**config.mk**
```make
export PLATFORM = sky130hd
export DESIGN_NAME = cscan_disk_scheduler
export DESIGN_NICKNAME = d
export VERILOG_FILES = /design/src/rtl/cscan_pkg.sv /design/src/rtl/cscan_ram.sv /design/src/rtl/cscan_scan.sv /design/src/rtl/cscan_disk_scheduler.sv
export SDC_FILE = /design/constraint.sdc
export NUM_CORES = 1
export LEC_CHECK = 0
export BUFFER_PORTS_ARGS = -buffer_cell sky130_fd_sc_hd__buf_4
export CAP_MARGIN = 15
export CORE_MARGIN = 2
export CORE_UTILIZATION = 36
export DETAILED_ROUTE_END_ITERATION = 7
export PLACE_DENSITY = 0.59
export SLEW_MARGIN = 20
export SYNTH_ARGS = -nofsm -noshare
export SYNTH_HDL_FRONTEND = slang
export SYNTH_HIERARCHICAL = 1
export SYNTH_SLANG_ARGS = --single-unit
```
**constraint.sdc**
```tcl
create_clock -name clock -period 7.9 [get_ports clock]
set_clock_uncertainty 0.15 [all_clocks]
set_input_delay 0 -clock clock [delete_from_list [all_inputs] [get_ports clock]]
set_output_delay 0 -clock clock [all_outputs]
set_load 0.01 [all_outputs]
```
**src/rtl/cscan_pkg.sv**
```systemverilog
// ----------------------------------------------------------------------------
// cscan_pkg
// Shared types, codes and helpers for the C-SCAN disk head scheduler.
// ----------------------------------------------------------------------------
`default_nettype none

package cscan_pkg;

   localparam int CYL_W       = 16;
   localparam int MOVED_W     = 18;
   localparam int TOTAL_W     = 32;
   localparam int CSR_IDX_W   = 8;
   localparam int RSP_DATA_W  = 72;   // 16 + 18 + 32 + 1 = 67, padded to bytes
   localparam int RSP_USED_W  = CYL_W + MOVED_W + TOTAL_W + 1;

   // register indexes on the csr channel
   localparam logic [CSR_IDX_W-1:0] REG_START_HEAD = CSR_IDX_W'(0);
   localparam logic [CSR_IDX_W-1:0] REG_LOW_END    = CSR_IDX_W'(1);
   localparam logic [CSR_IDX_W-1:0] REG_HIGH_END   = CSR_IDX_W'(2);
   localparam logic [CSR_IDX_W-1:0] REG_DIRECTION  = CSR_IDX_W'(3);

   localparam logic CMD_ADD   = 1'b0;
   localparam logic CMD_SERVE = 1'b1;

   localparam logic DIR_UP   = 1'b0;

   typedef enum logic [1:0] {
      STATUS_OK    = 2'd0,
      STATUS_EMPTY = 2'd1,
      STATUS_FULL  = 2'd2,
      STATUS_RANGE = 2'd3
   } status_type;

   typedef enum logic [2:0] {
      ST_IDLE,
      ST_ADD,
      ST_SCAN,
      ST_CALC,
      ST_SUM,
      ST_COMMIT
   } state_type;

   typedef struct packed {
      logic             any;
      logic             ahead;
      logic [CYL_W-1:0] best;
      logic [CYL_W-1:0] best_dist;
      logic [CYL_W-1:0] extreme;
   } scan_result_type;

   function automatic logic [CYL_W-1:0] absdiff(input logic [CYL_W-1:0] a,
                                                input logic [CYL_W-1:0] b);
      absdiff = (a > b) ? (a - b) : (b - a);
   endfunction

endpackage

`default_nettype wire

```
**src/rtl/cscan_ram.sv**
```systemverilog
// ----------------------------------------------------------------------------
// cscan_ram
// Generic single-write, single-read RAM with registered read data.
// ----------------------------------------------------------------------------
`default_nettype none

module cscan_ram #(
   parameter int WIDTH = 16,
   parameter int DEPTH = 16
) (
   input  wire logic                     clock,
   input  wire logic                     wr_en,
   input  wire logic [$clog2(DEPTH)-1:0] wr_addr,
   input  wire logic [WIDTH-1:0]         wr_data,
   input  wire logic                     rd_en,
   input  wire logic [$clog2(DEPTH)-1:0] rd_addr,
   output logic      [WIDTH-1:0]         rd_data
);

   logic [WIDTH-1:0] mem_ff [DEPTH];

   always_ff @(posedge clock) begin
      if (wr_en) begin
         mem_ff[wr_addr] <= wr_data;
      end
      if (rd_en) begin
         rd_data <= mem_ff[rd_addr];
      end
   end

endmodule

`default_nettype wire

```
**src/rtl/cscan_scan.sv**
```systemverilog
// ----------------------------------------------------------------------------
// cscan_scan
// Walks the request table one entry a cycle, tracking nearest-ahead and
// wrap-target cylinders plus masks of entries that hold them.
// ----------------------------------------------------------------------------
`default_nettype none

module cscan_scan
   import cscan_pkg::*;
#(
   parameter int TABLE_DEPTH = 16
) (
   input  wire logic                           clock,
   input  wire logic                           reset,
   input  wire logic                           start,
   input  wire logic [CYL_W-1:0]               head,
   input  wire logic                           direction,
   input  wire logic [TABLE_DEPTH-1:0]         entry_valid,
   output logic                                rd_en,
   output logic      [$clog2(TABLE_DEPTH)-1:0] rd_addr,
   input  wire logic [CYL_W-1:0]               rd_data,
   output logic                                done,
   output scan_result_type                     result,
   output logic      [TABLE_DEPTH-1:0]         best_mask,
   output logic      [TABLE_DEPTH-1:0]         extreme_mask
);

   localparam int IDX_W = $clog2(TABLE_DEPTH);
   localparam logic [IDX_W-1:0] LAST_IDX = IDX_W'(TABLE_DEPTH - 1);

   logic             issue_ff, issue_in;
   logic [IDX_W-1:0] idx_ff, idx_in;
   logic             proc_ff;
   logic [IDX_W-1:0] proc_idx_ff;

   scan_result_type        res_ff, res_in;
   logic [TABLE_DEPTH-1:0] bmask_ff, bmask_in;
   logic [TABLE_DEPTH-1:0] emask_ff, emask_in;

   logic                   hit;
   logic [CYL_W-1:0]       cyl;
   logic                   is_ahead;
   logic [CYL_W-1:0]       seek_dist;
   logic [TABLE_DEPTH-1:0] onehot;

   // read issue
   always_comb begin
      issue_in = issue_ff;
      idx_in   = idx_ff;
      if (start) begin
         issue_in = 1'b1;
         idx_in   = '0;
      end else if (issue_ff) begin
         idx_in = idx_ff + 1'b1;
         if (idx_ff == LAST_IDX) begin
            issue_in = 1'b0;
         end
      end
   end

   assign rd_en   = issue_ff;
   assign rd_addr = idx_ff;
   assign done    = proc_ff && (proc_idx_ff == LAST_IDX);

   // compare the word read last cycle
   assign hit       = proc_ff && entry_valid[proc_idx_ff];
   assign cyl       = rd_data;
   assign is_ahead  = (direction == DIR_UP) ? (cyl > head) : (cyl < head);
   assign seek_dist = absdiff(cyl, head);
   assign onehot    = TABLE_DEPTH'(1) << proc_idx_ff;

   always_comb begin
      res_in   = res_ff;
      bmask_in = bmask_ff;
      emask_in = emask_ff;
      if (start) begin
         res_in.any   = 1'b0;
         res_in.ahead = 1'b0;
         bmask_in     = '0;
         emask_in     = '0;
      end else if (hit) begin
         // wrap target: lowest (up) or highest (down) pending cylinder
         if (!res_ff.any ||
             ((direction == DIR_UP) ? (cyl < res_ff.extreme) : (cyl > res_ff.extreme))) begin
            res_in.any     = 1'b1;
            res_in.extreme = cyl;
            emask_in       = onehot;
         end else if (cyl == res_ff.extreme) begin
            emask_in = emask_ff | onehot;
         end
         // nearest strictly ahead
         if (is_ahead) begin
            if (!res_ff.ahead || (seek_dist < res_ff.best_dist)) begin
               res_in.ahead     = 1'b1;
               res_in.best      = cyl;
               res_in.best_dist = seek_dist;
               bmask_in         = onehot;
            end else if (cyl == res_ff.best) begin
               bmask_in = bmask_ff | onehot;
            end
         end
      end
   end

   always_ff @(posedge clock) begin
      if (reset) begin
         issue_ff <= 1'b0;
         proc_ff  <= 1'b0;
      end else begin
         issue_ff <= issue_in;
         proc_ff  <= issue_ff;
      end
   end

   always_ff @(posedge clock) begin
      idx_ff      <= idx_in;
      proc_idx_ff <= idx_ff;
      res_ff      <= res_in;
      bmask_ff    <= bmask_in;
      emask_ff    <= emask_in;
   end

   assign result       = res_ff;
   assign best_mask    = bmask_ff;
   assign extreme_mask = emask_ff;

endmodule

`default_nettype wire

```
**src/rtl/cscan_disk_scheduler.sv**
```systemverilog
// ----------------------------------------------------------------------------
// cscan_disk_scheduler
// C-SCAN disk head scheduler: request table in RAM, head position, total seek.
// ----------------------------------------------------------------------------
// Add word: the ADD state registers the result once the result slot is free.
// Service word: the one-entry-per-cycle table scan, then the CALC, SUM and COMMIT
//   states; COMMIT registers the result once the result slot is free.
// One word in flight at a time; a new word is taken while a result waits.
// Reset (synchronous, active high): table empty, head 0, span 0..65535,
//   direction up, total 0. No clearing pass; valid bits are flip-flops.
// ----------------------------------------------------------------------------
`default_nettype none

module cscan_disk_scheduler
   import cscan_pkg::*;
#(
   parameter int TABLE_DEPTH = 16
) (
   input  wire logic                  clock,
   input  wire logic                  reset,

   // request stream
   input  wire logic                  req_tvalid,
   output logic                       req_tready,
   input  wire logic [CYL_W-1:0]      req_tdata,   // [15:0] cylinder
   input  wire logic [0:0]            req_tuser,   // [0] command

   // result stream
   output logic                       rsp_tvalid,
   input  wire logic                  rsp_tready,
   output logic      [RSP_DATA_W-1:0] rsp_tdata,   // [15:0] served_cylinder,
                                                   // [33:16] moved,
                                                   // [65:34] total_distance,
                                                   // [66] wrapped, rest zero
   output logic      [1:0]            rsp_tuser,   // [1:0] status

   // register writes
   input  wire logic                  csr_valid,
   output logic                       csr_ready,
   input  wire logic [CSR_IDX_W-1:0]  csr_index,
   input  wire logic [CYL_W-1:0]      csr_data
);

   localparam int IDX_W = $clog2(TABLE_DEPTH);

   // ---------------------------------------------------------------------
   // configuration registers
   // ---------------------------------------------------------------------
   logic [CYL_W-1:0] low_ff, high_ff;
   logic             dir_ff;
   logic [CYL_W-1:0] head_ff;
   logic [TOTAL_W-1:0] total_ff;

   logic csr_fire;
   assign csr_ready = 1'b1;       // the user writes only while idle; the block does not enforce it
   assign csr_fire  = csr_valid && csr_ready;

   // ---------------------------------------------------------------------
   // control
   // ---------------------------------------------------------------------
   state_type state_ff, state_in;

   logic req_fire, out_free, scan_start, add_fire, commit_fire;
   logic scan_done;

   logic [CYL_W-1:0] cyl_ff;

   assign req_fire = req_tvalid && req_tready;
   assign out_free = !rsp_tvalid || rsp_tready;

   // next state
   always_comb begin
      state_in = state_ff;
      case (state_ff)
         ST_IDLE: begin
            if (req_fire) begin
               state_in = (req_tuser[0] == CMD_SERVE) ? ST_SCAN : ST_ADD;
            end
         end
         ST_ADD: begin
            if (out_free) state_in = ST_IDLE;
         end
         ST_SCAN: begin
            if (scan_done) state_in = ST_CALC;
         end
         ST_CALC:   state_in = ST_SUM;
         ST_SUM:    state_in = ST_COMMIT;
         ST_COMMIT: begin
            if (out_free) state_in = ST_IDLE;
         end
         default:   state_in = ST_IDLE;
      endcase
   end

   // control outputs
   always_comb begin
      req_tready  = 1'b0;
      scan_start  = 1'b0;
      add_fire    = 1'b0;
      commit_fire = 1'b0;
      case (state_ff)
         ST_IDLE: begin
            req_tready = 1'b1;
            scan_start = req_tvalid && (req_tuser[0] == CMD_SERVE);
         end
         ST_ADD:    add_fire    = out_free;
         ST_COMMIT: commit_fire = out_free;
         default: ;
      endcase
   end

   always_ff @(posedge clock) begin
      if (reset) begin
         state_ff <= ST_IDLE;
      end else begin
         state_ff <= state_in;
      end
   end

   always_ff @(posedge clock) begin
      if (req_fire) begin
         cyl_ff <= req_tdata;
      end
   end

   // ---------------------------------------------------------------------
   // request table: cylinders in RAM, valid bits in flops
   // ---------------------------------------------------------------------
   logic [TABLE_DEPTH-1:0] valid_ff, valid_in;
   logic                   ram_we;
   logic [IDX_W-1:0]       free_slot;
   logic                   table_full;
   logic                   ram_re;
   logic [IDX_W-1:0]       ram_raddr;
   logic [CYL_W-1:0]       ram_rdata;

   // lowest free entry
   always_comb begin
      free_slot = '0;
      for (int i = TABLE_DEPTH - 1; i >= 0; i--) begin
         if (!valid_ff[i]) free_slot = IDX_W'(i);
      end
   end
   assign table_full = &valid_ff;

   logic out_of_range, at_head;
   assign out_of_range = (cyl_ff < low_ff) || (cyl_ff > high_ff);
   assign at_head      = (cyl_ff == head_ff);
   assign ram_we       = add_fire && !out_of_range && !at_head && !table_full;

   cscan_ram #(
      .WIDTH (CYL_W),
      .DEPTH (TABLE_DEPTH)
   ) u_table (
      .clock   (clock),
      .wr_en   (ram_we),
      .wr_addr (free_slot),
      .wr_data (cyl_ff),
      .rd_en   (ram_re),
      .rd_addr (ram_raddr),
      .rd_data (ram_rdata)
   );

   // ---------------------------------------------------------------------
   // table scan
   // ---------------------------------------------------------------------
   scan_result_type        scan_res;
   logic [TABLE_DEPTH-1:0] best_mask, extreme_mask;

   cscan_scan #(
      .TABLE_DEPTH (TABLE_DEPTH)
   ) u_scan (
      .clock        (clock),
      .reset        (reset),
      .start        (scan_start),
      .head         (head_ff),
      .direction    (dir_ff),
      .entry_valid  (valid_ff),
      .rd_en        (ram_re),
      .rd_addr      (ram_raddr),
      .rd_data      (ram_rdata),
      .done         (scan_done),
      .result       (scan_res),
      .best_mask    (best_mask),
      .extreme_mask (extreme_mask)
   );

   // ---------------------------------------------------------------------
   // travel: pick target, then sum the legs, then commit
   // ---------------------------------------------------------------------
   logic [CYL_W-1:0]       target_ff;
   logic [TABLE_DEPTH-1:0] clear_ff;
   logic                   wrap_ff;
   logic                   any_ff;
   logic [CYL_W-1:0]       leg1_ff, leg2_ff, leg3_ff;
   logic [MOVED_W-1:0]     moved_ff;

   logic [CYL_W-1:0] far_end, near_end;
   assign far_end  = (dir_ff == DIR_UP) ? high_ff : low_ff;
   assign near_end = (dir_ff == DIR_UP) ? low_ff  : high_ff;

   always_ff @(posedge clock) begin
      if (state_ff == ST_CALC) begin
         any_ff <= scan_res.any;
         if (scan_res.ahead) begin
            target_ff <= scan_res.best;
            clear_ff  <= best_mask;
            wrap_ff   <= 1'b0;
            leg1_ff   <= scan_res.best_dist;
            leg2_ff   <= '0;
            leg3_ff   <= '0;
         end else begin
            // sweep to the far end, jump the span, come in to the target
            target_ff <= scan_res.extreme;
            clear_ff  <= extreme_mask;
            wrap_ff   <= 1'b1;
            leg1_ff   <= absdiff(far_end, head_ff);
            leg2_ff   <= absdiff(high_ff, low_ff);
            leg3_ff   <= absdiff(scan_res.extreme, near_end);
         end
      end
      if (state_ff == ST_SUM) begin
         // three 16-bit legs never exceed the 18-bit range
         moved_ff <= MOVED_W'(leg1_ff) + MOVED_W'(leg2_ff) + MOVED_W'(leg3_ff);
      end
   end

   logic [TOTAL_W:0]   total_sum;
   logic [TOTAL_W-1:0] total_sat;
   assign total_sum = {1'b0, total_ff} + (TOTAL_W + 1)'(moved_ff);
   assign total_sat = total_sum[TOTAL_W] ? '1 : total_sum[TOTAL_W-1:0];

   // ---------------------------------------------------------------------
   // state registers
   // ---------------------------------------------------------------------
   always_comb begin
      valid_in = valid_ff;
      if (ram_we) begin
         valid_in[free_slot] = 1'b1;
      end else if (commit_fire && any_ff) begin
         valid_in = valid_ff & ~clear_ff;
      end
   end

   always_ff @(posedge clock) begin
      if (reset) begin
         valid_ff <= '0;
         head_ff  <= '0;
         total_ff <= '0;
         low_ff   <= '0;
         high_ff  <= '1;
         dir_ff   <= DIR_UP;
      end else begin
         valid_ff <= valid_in;
         if (commit_fire && any_ff) begin
            head_ff  <= target_ff;
            total_ff <= total_sat;
         end
         if (csr_fire) begin
            case (csr_index)
               REG_START_HEAD: head_ff <= csr_data;
               REG_LOW_END:    low_ff  <= csr_data;
               REG_HIGH_END:   high_ff <= csr_data;
               REG_DIRECTION:  dir_ff  <= csr_data[0];
               default: ;      // unknown index: ignored
            endcase
         end
      end
   end

   // ---------------------------------------------------------------------
   // result register
   // ---------------------------------------------------------------------
   logic               rsp_valid_ff;
   logic [CYL_W-1:0]   rsp_served_ff;
   logic [MOVED_W-1:0] rsp_moved_ff;
   logic [TOTAL_W-1:0] rsp_total_ff;
   logic               rsp_wrap_ff;
   status_type         rsp_status_ff;

   always_ff @(posedge clock) begin
      if (reset) begin
         rsp_valid_ff <= 1'b0;
      end else if (add_fire || commit_fire) begin
         rsp_valid_ff <= 1'b1;
      end else if (rsp_tready) begin
         rsp_valid_ff <= 1'b0;
      end
   end

   always_ff @(posedge clock) begin
      if (add_fire) begin
         rsp_served_ff <= '0;
         rsp_moved_ff  <= '0;
         rsp_total_ff  <= total_ff;
         rsp_wrap_ff   <= 1'b0;
         if (out_of_range)    rsp_status_ff <= STATUS_RANGE;
         else if (at_head)    rsp_status_ff <= STATUS_OK;
         else if (table_full) rsp_status_ff <= STATUS_FULL;
         else                 rsp_status_ff <= STATUS_OK;
      end else if (commit_fire) begin
         if (any_ff) begin
            rsp_served_ff <= target_ff;
            rsp_moved_ff  <= moved_ff;
            rsp_total_ff  <= total_sat;
            rsp_wrap_ff   <= wrap_ff;
            rsp_status_ff <= STATUS_OK;
         end else begin
            rsp_served_ff <= '0;
            rsp_moved_ff  <= '0;
            rsp_total_ff  <= total_ff;
            rsp_wrap_ff   <= 1'b0;
            rsp_status_ff <= STATUS_EMPTY;
         end
      end
   end

   assign rsp_tvalid = rsp_valid_ff;
   assign rsp_tdata  = {(RSP_DATA_W - RSP_USED_W)'(0), rsp_wrap_ff, rsp_total_ff,
                        rsp_moved_ff, rsp_served_ff};
   assign rsp_tuser  = rsp_status_ff;

endmodule

`default_nettype wire

```
Yosys cells after proc, flatten, opt, wreduce, memory -nomap -nowiden
Memory sizes are Yosys's and may differ from the RTL's. A register that Yosys moved wholly into a read port is not among the register bits.
Index checks and enable logic that the tools add are counted.

word-level totals
  flip-flop bits (word level) = 378
  RAM bits = 256
  bits of input ports = 46
  output and inout bits = 77
  word-level logic and storage cells = 191
  memories = 1

cells by class
  $add $sub $neg = 12
  magnitude comparators = 13
  equality and inequality tests = 16
  shift-type cells = 1
  multiplexer cells = 70
  bitwise gates (word level) = 6
  reduce and logical (&&, ||, !) cells = 39

memories
  memory          words  bits a word  rd ports  clocked after Yosys merged registers in  wr ports  line             source
  u_table.mem_ff  16     16           1         1                                        1         cscan_ram.sv:20  logic [WIDTH-1:0] mem_ff [DEPTH];

operators by type and width
  operator                                                               count
  16-bit two-way mux                                                     19
  32-bit two-way mux                                                     4
  16-bit subtractor                                                      8
  16-bit greater-than comparator                                         6
  16-bit < comparator                                                    4
  4-bit two-way mux                                                      16
  16-bit equality test                                                   3
  16-bit OR                                                              3
  32-bit by 18-bit adder with 33-bit output                              1
  17-bit by 16-bit adder with 18-bit output                              1
  1-bit two-way mux                                                      18
  18-bit two-way mux                                                     1
  16-bit by 16-bit adder with 17-bit output                              1
  16-bit AND                                                             1
  8-bit by 2-bit equality test with 1-bit output, second input constant  2
  16-bit inverter                                                        1
  16-bit AND reduction                                                   1
  1-bit by 4-bit << shifter with 16-bit output, first input constant     1
  3-bit case mux with 5 select lines                                     1
  2-bit two-way mux                                                      6
  3-bit AND reduction                                                    4
  4-bit by 5-bit < comparator with 1-bit output, second input constant   2
  2-bit AND reduction                                                    5
  2-bit nonzero test                                                     5
  20 further kinds                                                       43

Logic depth before layout (Yosys ltp)
  depth in word-level cells = 22
  depth in mapped cells = 25
  depth with buffers taken out = 21

Hierarchy
The synthesis kept the hierarchy.

modules (own cells, without submodules)
  module                times used  cells an instance  area each (sq um)  seq. area each (sq um)
  cscan_disk_scheduler  1           2073               19067.0            7226.9
  cscan_ram             1           432                10202.3            8167.8
  cscan_scan            1           624                6134.6             2322.2

Worst setup path before layout
No wires, ideal clock.

  path kind = register to register
  start = reg u_table.rd_data[0] (read register of u_table.mem_ff)
  end = reg u_scan.res_ff (netlist bit u_scan/result[16]), enable pin
  library setup time = 0.421 ns
  arrival time = 5.164 ns
  required time = 7.329 ns
  slack = 2.165 ns
  stages on the path, launching flop included = 21
  path buffers = 3
  clock period less this slack = 5.735 ns
  path through = edfxtp_1 > inv_1 > ha_1 > inv_1 > fa_1 > a21o_1 > a21oi_1 > o21ai_2 > a211oi_4 > or2_1 > buf_6 > buf_12 > buf_6 > mux2_1 > ha_1 > a21o_1 > a211oi_1 > o211ai_1 > a211oi_1 > nor2b_1 > nor2_1

on the way
  cells in the longest elaborated chain, start to end = 5
  elaborated cells between the ends (all ways) = 9
  those cells by class = 2 x add/sub; 3 x order compare; 2 x mux; 2 x reduce/logical

RTL lines
  element                                                                     line               source
  start, declared                                                             cscan_ram.sv:17    output logic [WIDTH-1:0] rd_data
  16-bit subtractor / 16-bit greater-than comparator (equally long branches)  cscan_pkg.sv:53    absdiff = (a > b) ? (a - b) : (b - a);
  16-bit two-way mux (*)                                                      cscan_pkg.sv:53
  net u_scan.seek_dist[1]                                                     cscan_scan.sv:43   logic [CYL_W-1:0] seek_dist;
  16-bit < comparator (*)                                                     cscan_scan.sv:93   if (!res_ff.ahead || (seek_dist < res_ff.best_dist)) begin
  1-bit logical OR (*)                                                        cscan_scan.sv:93
  4-bit AND reduction (no source line) (*)                                    --
  end signal, assigned                                                        cscan_scan.sv:118  res_ff <= res_in;
  end, declared                                                               cscan_scan.sv:36   scan_result_type res_ff, res_in;

The timed path passes the listed nets; every way through them passes the cells marked *.
A chain may end at the register's enable or synchronous reset.

Worst setup path after layout
  start = reg u_table.rd_data[0] (read register of u_table.mem_ff)
  end = reg u_scan.res_ff (netlist bit u_scan/result[43]), enable pin

The elaborated chain is that of the path after synthesis.

==> metrics.cfg <==
[outcome]
outcome=complete, no violations

[run]
drv_cap=0

[worst_setup_path]
startpoint=u_table/rd_data[0]
cp.arrival_ps=6160
crit_fanout=32
cpMostUsedCell=a21oi_1
reg2reg_from=u_table/rd_data[0]
cp-endpoint=u_scan/result[43]
max_stage_delay_ps=590
r2r-end=u_scan/result[43]
reg2reg_slack_ps=1840
rr_worst_depth=21
endpoint_kind=register
path_cells=inv_1 > ha_1 > inv_1 > fa_1 > a21o_1 > a21oi_1 > o21ai_2 > a211oi_4 > or2_1 > buf_4 > mux2_1 > a211oi_2 > xnor2_1 > ha_1 > a21o_1 > a21oi_1 > a21oi_1 > a211oi_1 > nor2b_1 > nor2_2 > buf_4
startpoint_type=register
required_ps=8000
crit_type=register to register
crit_slowest_cell=or2_1

[placed_design]
gp_congestion=0.939
dp_hpwl_um=75300
io_buffers=116

[power]
p_per_area_nw_per_um2=214
intPower_mw=6.39
p_seq_share_pct=46.0
power_frac_comb_pct=14.6
leakage_nw=15.1
swShare_pct=26.9
vdd.ir_drop.worst_uv=175
power.switching_mw=2.35
clockPowerShare_pct=39.4

[route]
ant_nets=0
finalWirelength_um=104000
drtPass1Iterations=7
num_vias=25300
drc_errors=0
routed_via_density=5.47
wl_per_cell_um=22.4
drt_iter0_markers=2349

[die]
rows=115
initial_core_util_pct=36.1
io_pins=123
die_height_um=318
coreArea_um2=98000
die_area_um2=101000
die_x_um=318

[logic_synthesis]
synth_edf_count=470
ys.warnings.count=6
synth_most_common_cell=edfxtp_1
ys_seq_area_share_pct=50.0
syn_inst=3129
yosysUniqueCellTypes=105
synth_area_um2=35400
synthTopCellsByCount=470 x edfxtp_1, 274 x nand2_1, 220 x ha_1
synth_top_cell_by_area=edfxtp_1
synth_top_cells_by_area=edfxtp_1 40%, dfxtp_1 10%, ha_1 7.8%, mux4_2 3.7%, a21oi_1 3.0%
post-synth-top-area-fraction_pct=39.9
synth_seq_cells=650
syn_avg_cell_area_um2=11.3
async_flop_share_pct=0
ys.flop_type=edfxtp_1

[worst_hold_path]
holdCritPathClass=input pin to register
whs_path_depth=4
min_from=csr_data[9]

[timing]
hold_viol=0
setup_violations=0
finalCritPeriodShare_pct=76.7
slew_headroom_pct=25.7
maxSlewViolCount=0
fin_setup_tns_ps=0
rsz0062_at_grt=no
fin_crit_ps=6060
fmax_ghz=0.165
tightest_slew_ps=1110

[global_routing]
grt_pass1_vias=24500
grt_util_all_layers_pct=20.2
gr-total-overflow=0
grt_pass1_wl_um=156000
grt_start_max_net_pins=71
antenna_found_initial=4

[layout]
area_growth_pct=15.1
multiInputGateArea_um2=16100
regArea_um2=17700
num-nets-final=3581
nFillCells=9286
drive_above_1_share_pct=12.9
insertedDiodeCount=0
final_util_pct=41.6

[clock_tree]
ctsResizeCount=0
cts_buffer_depth=3
cts_tree=yes
cts.clk_slew.worst_paths_ps=60
clock_sinks=650
cts_max_level=3
postCtsSetupRepairBufs=0
cts_buffers=73
worstSkewPairLatency_ps=660
cts-root-buf=clkbuf_16

## layout make-up
class                           count  area share [%]
Clock inverter                     34            1.26
Timing Repair Buffer              240            4.92
Tap cell                         1287            3.95
Multi-Input combinational cell   2106            39.6
Sequential cell                   650            43.5
Clock buffer                       98            4.76
Inverter                          218            2.01
## repair_timing
action | 4_1_cts | 5_1_grt
setup endpoints to repair | 0 | 0
hold buffers | 82 | 0
hold endpoints to repair | 77 | 0
## layout by cell type (no fill, tap or decap), types with 53 or more instances in the layout
cell,synthesis,final
buf_4,20,158
a21o_1,73,73
mux4_2,58,58
dlygate4sd3_1,0,82
xor2_1,55,55
nand2_1,274,273
nor2b_1,61,59
ha_1,220,220
clkbuf_16,0,73
o21ai_0,109,109
edfxtp_1,470,470
inv_1,215,215
xnor2_1,53,53
nor2_1,190,186
dfxtp_1,180,176
a21oi_1,210,210
## power by group through the flow
stage          Combinational, mW  Clock, mW  Sequential, mW
3_5_place_dp                1.24          0            4.10
6_report                    1.27       3.44            4.02
2_1_floorplan              0.980          0            3.96
5_1_grt                     1.39       3.65            4.05
4_1_cts                     1.27       3.51            4.03
3_3_place_gp                1.24          0            4.09
## worst min-delay path by stage
stage | to | slack [ps]
CTS | high_ff[9] | 0.2
detailed placement | cyl_ff[7] | 30
global placement | cyl_ff[9] | 30
global route | high_ff[7] | 40
finish | high_ff[9] | 20
floorplan | u_scan/proc_ff | -80
## kinds of logic (layout without fill, tap and decap cells)
family | count (synthesis) | count (layout) | synth area share, %
xor gates and xnor gates | 108 | 108 | 2.67
and+or+nand+nor | 806 | 806 | 11.1
adders and majority gates | 246 | 246 | 9.25
AOI/OAI and AO/OA | 772 | 772 | 14.9
muxes | 168 | 168 | 7.46
other | 2 | 6 | 0.0212
buffers and inverters | 377 | 590 | 4.60
DFF | 650 | 650 | 50.0
## per-layer routing
metal	global-route usage, %	routed length [µm]
met5	0	38
met4	5.82	2810
met3	3.08	6490
met2	30.8	45400
met1	29.7	49000
## sequential cells by signal, summed over array words and instances (netlist names), 4 cells and up
| signal | cells |
|---|---|
| clear_ff | 16 |
| cyl_ff | 16 |
| head_ff | 16 |
| high_ff | 16 |
| leg1_ff | 16 |
| leg2_ff | 16 |
| leg3_ff | 16 |
| low_ff | 16 |
| moved_ff | 18 |
| rsp_moved_ff | 18 |
| rsp_served_ff | 16 |
| rsp_total_ff | 32 |
| target_ff | 16 |
| total_ff | 32 |
| u_scan/best_mask | 16 |
| u_scan/extreme_mask | 16 |
| u_scan/proc_idx_ff | 4 |
| u_scan/rd_addr | 4 |
| u_scan/result | 50 |
| u_table/mem_ff | 256 |
| u_table/rd_data | 16 |
| valid_ff | 16 |
## worst max-delay path: cells and delay by family (launching register included)
| family | cells | cell delay [ps] |
|---|---|---|
| compound gates | 9 | 1860 |
| buf+inv | 4 | 960 |
| simple gates | 3 | 860 |
| fa+ha+maj | 3 | 820 |
| flops | 1 | 460 |
| mux | 1 | 360 |
| xor+xnor | 1 | 190 |
## metrics by stage
step	power (mW)	hold WS, ps	area, µm²	cells	setup slack, ps
after floorplan	4.94	-78.4	35400	3133	2160
after global placement	5.33	28.6	37500	4419	1960
after detailed placement	5.34	29.3	37500	4419	1900
after CTS	8.81	0.186	40800	4633	1860
after global routing	9.09	35.8	40800	4633	1400
final	8.74	16.7	40800	4633	1840
(Power assumes the default switching activity.)
